[src/rtl/core/hdic_pkg.sv]
// ----------------------------------------------------------------------------
// hdic_pkg
// Shared types, constants and functions of the decoded instruction cache.
// ----------------------------------------------------------------------------
package hdic_pkg;

    localparam int unsigned ENTRIES  = 1024;
    localparam int unsigned IDX_W    = $clog2(ENTRIES);
    localparam int unsigned QDEPTH   = 2;

    localparam logic [31:0] MIX_C1   = 32'h85ebca6b;
    localparam logic [31:0] MIX_C2   = 32'hc2b2ae35;

    typedef enum logic [1:0] {
        FN_LOOKUP  = 2'd0,
        FN_FILL    = 2'd1,
        FN_INVAL   = 2'd2,
        FN_PREDICT = 2'd3
    } t_func;

    localparam logic [0:0] CFG_HOT_THRESHOLD  = 1'b0;
    localparam logic [0:0] CFG_PREDICT_ENABLE = 1'b1;

    localparam int unsigned FL_CALL = 0;
    localparam int unsigned FL_RET  = 1;
    localparam int unsigned FL_JUMP = 2;
    localparam int unsigned FL_MOV  = 3;
    localparam int unsigned FL_ADD  = 4;
    localparam int unsigned FL_HOT  = 5;

    // request passed from front to back
    typedef struct packed {
        t_func             func;
        logic [31:0]       address;
        logic [31:0]       opcode;
        logic [31:0]       arg_first;
        logic [31:0]       arg_second;
        logic [IDX_W-1:0]  idx;
        logic [5:0]        fill_flags;
        logic [2:0]        fill_length;
    } t_req;

    typedef struct packed {
        logic        hit;
        logic [31:0] hit_opcode;
        logic [31:0] hit_arg_first;
        logic [31:0] hit_arg_second;
        logic [2:0]  hit_length;
        logic [5:0]  hit_flags;
        logic [31:0] hit_uses;
        logic [31:0] next_address;
        logic        next_valid;
        logic [31:0] hit_total;
        logic [31:0] miss_total;
    } t_res;

    function automatic logic [5:0] classify(input logic [7:0] op);
        logic [5:0] f;
        f = '0;
        unique case (op)
            8'hE8, 8'hFF:                         f[FL_CALL] = 1'b1;
            8'hC3, 8'hC2, 8'hCA:                  f[FL_RET]  = 1'b1;
            8'h74, 8'h75, 8'h7E, 8'h7F,
            8'hEB, 8'hE9, 8'hEA:                  f[FL_JUMP] = 1'b1;
            8'h88, 8'h89:                         f[FL_MOV]  = 1'b1;
            8'h00, 8'h01, 8'h02, 8'h03,
            8'h04, 8'h05, 8'h28, 8'h29:           f[FL_ADD]  = 1'b1;
            default:                              f = '0;
        endcase
        return f;
    endfunction

    function automatic logic [2:0] length_of(input logic [7:0] p);
        logic [2:0] l;
        if (p >= 8'h88 && p <= 8'h8B)      l = 3'd2;
        else if (p >= 8'hB8 && p <= 8'hBF) l = 3'd5;
        else if (p == 8'hE8 || p == 8'hE9) l = 3'd5;
        else if (p == 8'hEB)               l = 3'd2;
        else                               l = 3'd1;
        return l;
    endfunction

endpackage

[src/rtl/core/hdic_front.sv]
// ----------------------------------------------------------------------------
// hdic_front
// Accepts requests, hashes the address in two multiply stages, classifies
// the opcode and pushes the request into the decoupling queue.
// ----------------------------------------------------------------------------
module hdic_front import hdic_pkg::*; (
    input  logic        i_clk,
    input  logic        i_rst_n,
    input  logic        i_push,
    output logic        o_full,
    input  logic [1:0]  i_func,
    input  logic [31:0] i_address,
    input  logic [31:0] i_opcode,
    input  logic [31:0] i_arg_first,
    input  logic [31:0] i_arg_second,
    output logic        o_q_valid,
    output t_req        o_q_req,
    input  logic        i_q_pop
);

    // stage 1: first multiply, stage 2: second multiply and mask
    logic        r_s1_v, r_s2_v;
    t_req        r_s1_req, r_s2_req;
    logic [31:0] r_s1_mix, r_s2_mix;
    logic [31:0] w_h0, w_h1, w_h2;

    t_req                    r_q_mem [QDEPTH];
    logic [$clog2(QDEPTH):0] r_q_cnt;
    logic [$clog2(QDEPTH)-1:0] r_q_rd, r_q_wr;

    logic w_s2_adv, w_s1_adv, w_in_acc;
    // count items in flight so nothing enters the pipe without a queue slot
    logic [2:0] r_inflight;
    logic [2:0] n_inflight;
    t_req       w_new;
    t_req       w_q_in;

    assign w_h0 = i_address ^ (i_address >> 16);
    assign w_h1 = r_s1_mix ^ (r_s1_mix >> 13);
    assign w_h2 = r_s2_mix ^ (r_s2_mix >> 16);

    assign o_full   = ({1'b0, r_inflight} + 4'(r_q_cnt)) >= 4'(QDEPTH);
    assign w_in_acc = i_push && !o_full;
    assign w_s2_adv = r_s2_v;
    assign w_s1_adv = r_s1_v;

    always_comb begin
        w_new             = '0;
        w_new.func        = t_func'(i_func);
        w_new.address     = i_address;
        w_new.opcode      = i_opcode;
        w_new.arg_first   = i_arg_first;
        w_new.arg_second  = i_arg_second;
        w_new.fill_flags  = classify(i_opcode[7:0]);
        w_new.fill_length = length_of(i_opcode[23:16]);
    end

    always_comb begin
        w_q_in     = r_s2_req;
        w_q_in.idx = w_h2[IDX_W-1:0];
    end

    always_comb begin
        n_inflight = r_inflight;
        if (w_in_acc) n_inflight = n_inflight + 3'd1;
        if (w_s2_adv) n_inflight = n_inflight - 3'd1;
    end

    always_ff @(posedge i_clk) begin
        if (!i_rst_n) begin
            r_s1_v     <= 1'b0;
            r_s2_v     <= 1'b0;
            r_inflight <= '0;
        end else begin
            r_s1_v     <= w_in_acc;
            r_s2_v     <= w_s1_adv;
            r_inflight <= n_inflight;
        end
    end

    always_ff @(posedge i_clk) begin
        if (w_in_acc) begin
            r_s1_req <= w_new;
            r_s1_mix <= w_h0 * MIX_C1;
        end
        if (w_s1_adv) begin
            r_s2_req <= r_s1_req;
            r_s2_mix <= w_h1 * MIX_C2;
        end
    end

    always_ff @(posedge i_clk) begin
        if (!i_rst_n) begin
            r_q_cnt <= '0;
            r_q_rd  <= '0;
            r_q_wr  <= '0;
        end else begin
            if (w_s2_adv) r_q_wr <= r_q_wr + 1'b1;
            if (i_q_pop)  r_q_rd <= r_q_rd + 1'b1;
            r_q_cnt <= r_q_cnt + (w_s2_adv ? 1'b1 : 1'b0) - (i_q_pop ? 1'b1 : 1'b0);
        end
    end

    always_ff @(posedge i_clk) begin
        if (w_s2_adv) begin
            r_q_mem[r_q_wr] <= w_q_in;
        end
    end

    assign o_q_valid = r_q_cnt != '0;
    assign o_q_req   = r_q_mem[r_q_rd];

endmodule

[config.mk]
export PLATFORM = sky130hd
export DESIGN_NAME = hdic_front
export DESIGN_NICKNAME = d
export VERILOG_FILES = /design/src/rtl/core/hdic_pkg.sv /design/src/rtl/core/hdic_front.sv
export SDC_FILE = /design/constraint.sdc
export NUM_CORES = 2
export LEC_CHECK = 0
export ABC_AREA = 1
export BUFFER_PORTS_ARGS = -buffer_cell sky130_fd_sc_hd__buf_4
export CAP_MARGIN = 10
export CORE_AREA = 10 10 285 287
export CTS_BUF_LIST = sky130_fd_sc_hd__clkbuf_16
export DETAILED_ROUTE_END_ITERATION = 10
export DIE_AREA = 0 0 295 297
export HOLD_SLACK_MARGIN = 0.05
export PLACE_DENSITY = 0.71
export SYNTH_ARGS = -nofsm -noshare
export SYNTH_HDL_FRONTEND = slang
export SYNTH_SLANG_ARGS = --single-unit
[constraint.sdc]
create_clock -name i_clk -period 7.8 [get_ports i_clk]
set_input_delay 0.78 -clock i_clk [delete_from_list [all_inputs] [get_ports i_clk]]
set_output_delay 0.78 -clock i_clk [all_outputs]
set_load 0.03 [all_outputs]
After elaboration in Yosys (flattened, before gate mapping). Memory sizes are Yosys's and may differ from the RTL's. A register that Yosys moved wholly into a read port is not among the register bits. Index checks and enable logic that the tools add are counted.

Add/sub/neg operators: 7. $mul: 2. Magnitude comparators: 5. Eq/ne operators: 24. Muxes and demuxes: 16. Bitwise logic cells: 3. Reductions and logical operators: 12.

Operator list (count): $eq 8x8->1 const B (13); $eq 8x7->1 const B (4); $mul 32x31->26 const B (1); $mul 32x32->32 const B (1); $xor 32x16->32 (1); $xor 32x19->32 (1); $eq 8x2->1 const B (2); $eq 8x3->1 const B (2); $eq 8x6->1 const B (2); $ge 8x8->1 const B (2); $le 8x8->1 const B (2); $mux 3 (4); $mux 1 (11); $xor 10x10->10 (1); $eq 8x1->1 const B (1); $logic_not 8->1 (1); $reduce_or 8->1 (1); $reduce_or 7->1 (1); $add 3x2->4 (1); $ge 4x2->1 const B (1); $reduce_or 2->1 (2); $add 3x1->3 const B (1); $logic_and 1x1->1 (3); $reduce_or 3->1 (1); 8 further kinds (9).

Register bits after elaboration: 343. RAM bits: 296. Bits of input ports: 134. Output and inout bits: 151. Logic and storage cells: 92. Memories: 1.

Memory list: r_q_mem (words 2, bits a word 148, read ports 1, clocked after memory_dff 1, write ports 1, RTL line hdic_front.sv:27) `t_req r_q_mem [QDEPTH];`.

Depth between registers and ports, before layout.
Depth in word-level cells: 7. Depth in mapped cells: 31. Mapped depth without buffers: 31.

Worst setup path before layout. No wires, ideal clock.

Path type: reg-to-reg. From: reg r_s2_v. To: mem r_q_mem[0][0] (netlist bit), enable pin. Library setup time: 0.658 ns. Arrival: 6.746 ns. Required time: 7.142 ns. Slack: 0.397 ns. Stages on the path, launching flop included: 4. Clock period less this slack: 7.403 ns. Cell sequence: dfxtp_1 -> clkbuf_1 -> inv_1 -> nor2_1.

Longest elaborated chain between the ends: 2.

Ends and longest elaborated chain: start: declaration (RTL line hdic_front.sv:22) `logic r_s1_v, r_s2_v;`; start signal: assignment (RTL line hdic_front.sv:76) `r_s2_v <= w_s1_adv;`; $mux 1 (RTL line hdic_front.sv:105) `if (w_s2_adv) begin`; $mux 1 (not written as such) (RTL line hdic_front.sv:106) `r_q_mem[r_q_wr] <= w_q_in;`; end: declaration (RTL line hdic_front.sv:27).

Every way passes these cells.

Final worst setup path.
From: in i_address[29]. To: reg r_s1_mix[31] (data pin).

Longest elaborated chain between the ends: 2.

Ends and longest elaborated chain: start: declaration (RTL line hdic_front.sv:12) `input logic [31:0] i_address,`; $xor 32x16->32 (RTL line hdic_front.sv:38) `assign w_h0 = i_address ^ (i_address >> 16);`; $mul 32x32->32 (RTL line hdic_front.sv:84) `r_s1_mix <= w_h0 * MIX_C1;`; end signal: assignment (RTL line hdic_front.sv:84); end: declaration (RTL line hdic_front.sv:24) `logic [31:0] r_s1_mix, r_s2_mix;`.

Every way passes these cells. A chain may end at the register's enable or synchronous reset.

==> results.yml <==
setup_path:
  cp-end-kind: "register"
  crit_type: "input port to register"
  path_buf_inv: 9
  max_stage_delay_ns: 0.55
  r2r_setup_slack_ns: 1.24
  r2r_cells: 18
  r2r-start: "r_s1_mix[25]"
  startpoint_type: "input port"
  worstPathArrival_ns: 7.22
  required_ns: 8.18
  cpMaxStageDelayCell: "fa_1"
  path_max_fanout: 7
  timing.rr.end: "r_s2_mix[23]"
  critPathTopFamily: "adder cells"
sta:
  finalHoldViolations: 0
  fmax_ghz: 0.146
  max_slew_margin: 0.221
  fin_setup_tns_ns: 0
  setup_violations: 0
  final.period_utilization: 0.877
  fin_ws_ns: 0.958
  clock_skew_ns: 0.0370
  drv_slew: 0
  worst_pin_slew_ns: 1.17
  rsz0062_at_grt: "false"
  period_minus_slack_ns: 6.84
logic_synthesis:
  ys_types: 53
  syn-num-nets: 3586
  avgSynthCellArea_um2: 13.5
  syn_area_mm2: 0.0374
  ys_seq_elements: 634
  synth-seq-area-share: 0.506
  ys_warn_count: 0
  syn_inst: 2782
run_status:
  outcome: "finished clean"
place:
  globalplace.congestion: 0.937
  io_buffer_count: 283
  post-place-cells: 4071
  placed_area_mm2: 0.0411
  pre_cts_ws_ns: 0.333
  post-dp-hpwl_um: 73700
floorplanning:
  core.rowCount: 101
  coreArea_mm2: 0.0754
  die_y_um: 297
  die-width_um: 295
  start_util: 0.496
  io_pins: 285
  die_area_mm2: 0.0876
hold_path:
  min-delay-start: "i_opcode[28]"
  min_to: "r_s1_req[111]"
  holdPathStages: 1
  min_path_type: "input port to register"
layout:
  final_nets: 3967
  fin_area_mm2: 0.0433
  fillers: 6020
  syn_to_final_growth_pct: 15.7
  drive_gt1_frac: 0.187
  instances_no_fill: 4195
route:
  viasPerCell: 5.17
  vias: 21671
  drtIter0Drc: 1426
  antenna_left: 0
  routed_wl_um: 93000
  dr.pass1.iters: 5
  wire_per_inst_um: 22.2
  route.detailed.drc: 0
global_route:
  antenna_found_initial: 3
  grt_pass1_vias: 23550
  grt_first_pass_wirelength_um: 142000
  grt-ovfl-total: 0
  grt_usage: 0.214
  grt_max_degree: 100
clocking:
  clockBufferDepth: 3
  post_cts_buffers: 0
  cts-root-buf: "clkbuf_16"
  cts_sinks: 634
  clock_insertion_delay_worst_skew_ns: 0.62
  htreeDepth: 3
  numCtsBuffers: 68
  cts.repair.resized: 0
  path_clk_slew_ns: 0.07
  cts_hold_buf: 0
  tritoncts: "built"
job:
  cap_viol_max_count: 0
==> cell families after synthesis <==
| family | share of synthesized area |
|---|---|
| other | 0.000100 |
| adder cells (fa/ha/maj) | 0.289 |
| AND/OR/NAND/NOR | 0.0471 |
| buffers and inverters | 0.0686 |
| multiplexers | 0.0445 |
| XOR/XNOR | 0.0245 |
| AO/OA/AOI/OAI | 0.0205 |
| flip-flops | 0.506 |
==> state kept, by name, indices dropped and copies added, names as in the netlist, named ones only <==
name        count
r_q_mem       296
r_s1_req      138
r_s2_req      138
r_s1_mix       32
r_s2_mix       20
r_inflight      3
r_q_cnt         2
r_q_rd          1
r_q_wr          1
r_s1_v          1
r_s2_v          1
==> placed cells by master (no fill, tap or decap), types with 6 or more instances in the layout <==
cell type,instances
clkbuf_16,68
edfxtp_1,624
a21oi_1,56
nor2_1,71
mux2_2,148
o21ai_0,28
nand2_1,248
nand4_1,13
nor3_1,9
buf_4,329
clkinv_2,12
xor2_1,71
fa_1,322
a21o_1,6
clkinv_1,12
xnor2_1,32
dfxtp_1,8
nand3_1,50
ha_1,348
nand3b_1,11
inv_1,669
==> routing by layer <==
metal	part of all wire	vias up	GRT usage
li1	-	9927	-
met5	0	-	0
met2	0.48	621	0.355
met4	0.030	0	0.0653
met1	0.43	10976	0.286
met3	0.060	147	0.0375
==> per-stage QoR <==
step,hold WS [ns],util
6_report,0.328,0.574
5_1_grt,0.304,0.574
4_1_cts,0.294,0.574
3_5_place_dp,0.405,0.544
3_3_place_gp,0.402,0.544
2_1_floorplan,0.400,-
==> cell usage after synthesis (all sizes together) <==
cell type	number	share of area
inv	661	0.066
edfxtp	624	0.50
ha	348	0.12
fa	322	0.17
nand2	249	0.025
mux2	148	0.045
nor2	74	0.0076
xor2	71	0.017
a21oi	58	0.0080
nand3	51	0.0070
xnor2	33	0.0079
o21ai	32	0.0045
buf	16	0.0021
nand4	13	0.0022
nor3	12	0.0020
nand3b	11	0.0022
dfxtp	10	0.0053
a21o	6	0.0012
a31oi	6	0.0012
o21bai	5	0.0010
a21boi	4	0.00080
or2	4	0.00067
o21a	3	0.00060
o31ai	3	0.00060
clkbuf	2	0.00020
o211ai	2	0.00040
a211oi	1	0.00020
a221oi	1	0.00023
a22oi	1	0.00020
a31o	1	0.00023
a32oi	1	0.00023
and3	1	0.00017
conb	1	0.00010
nor3b	1	0.00020
nor4	1	0.00017
o2111ai	1	0.00023
o211a	1	0.00027
o22ai	1	0.00017
o32ai	1	0.00023
o41ai	1	0.00023
==> area by class of cell <==
| class | instances | area, um2 | share of cell area |
|---|---|---|---|
| Clock inverter | 55 | 538 | 0.0124 |
| Clock buffer | 68 | 1700 | 0.0393 |
| Inverter | 661 | 2490 | 0.0575 |
| Sequential cell | 634 | 18900 | 0.438 |
| Timing Repair Buffer | 329 | 2470 | 0.0570 |
| Tap cell | 978 | 1220 | 0.0283 |
| Multi-Input combinational cell | 1469 | 15900 | 0.368 |
| Antenna cell | 1 | 2.50 | 0.0000578 |
==> worst max path at each step <==
stage / from / to / cells past startpoint
3_3_place_gp: i_address[13] / r_s1_mix[31] / 27
5_1_grt: i_address[27] / r_s1_mix[31] / 27
6_report: i_address[29] / r_s1_mix[31] / 27
2_1_floorplan: r_s2_v / r_q_mem[0][0] / 3
4_1_cts: i_address[29] / r_s1_mix[31] / 27
3_5_place_dp: i_address[29] / r_s1_mix[31] / 27
Power is not shown: default switching activity piles up to over one toggle a cycle in this logic, so the estimate is an artifact.
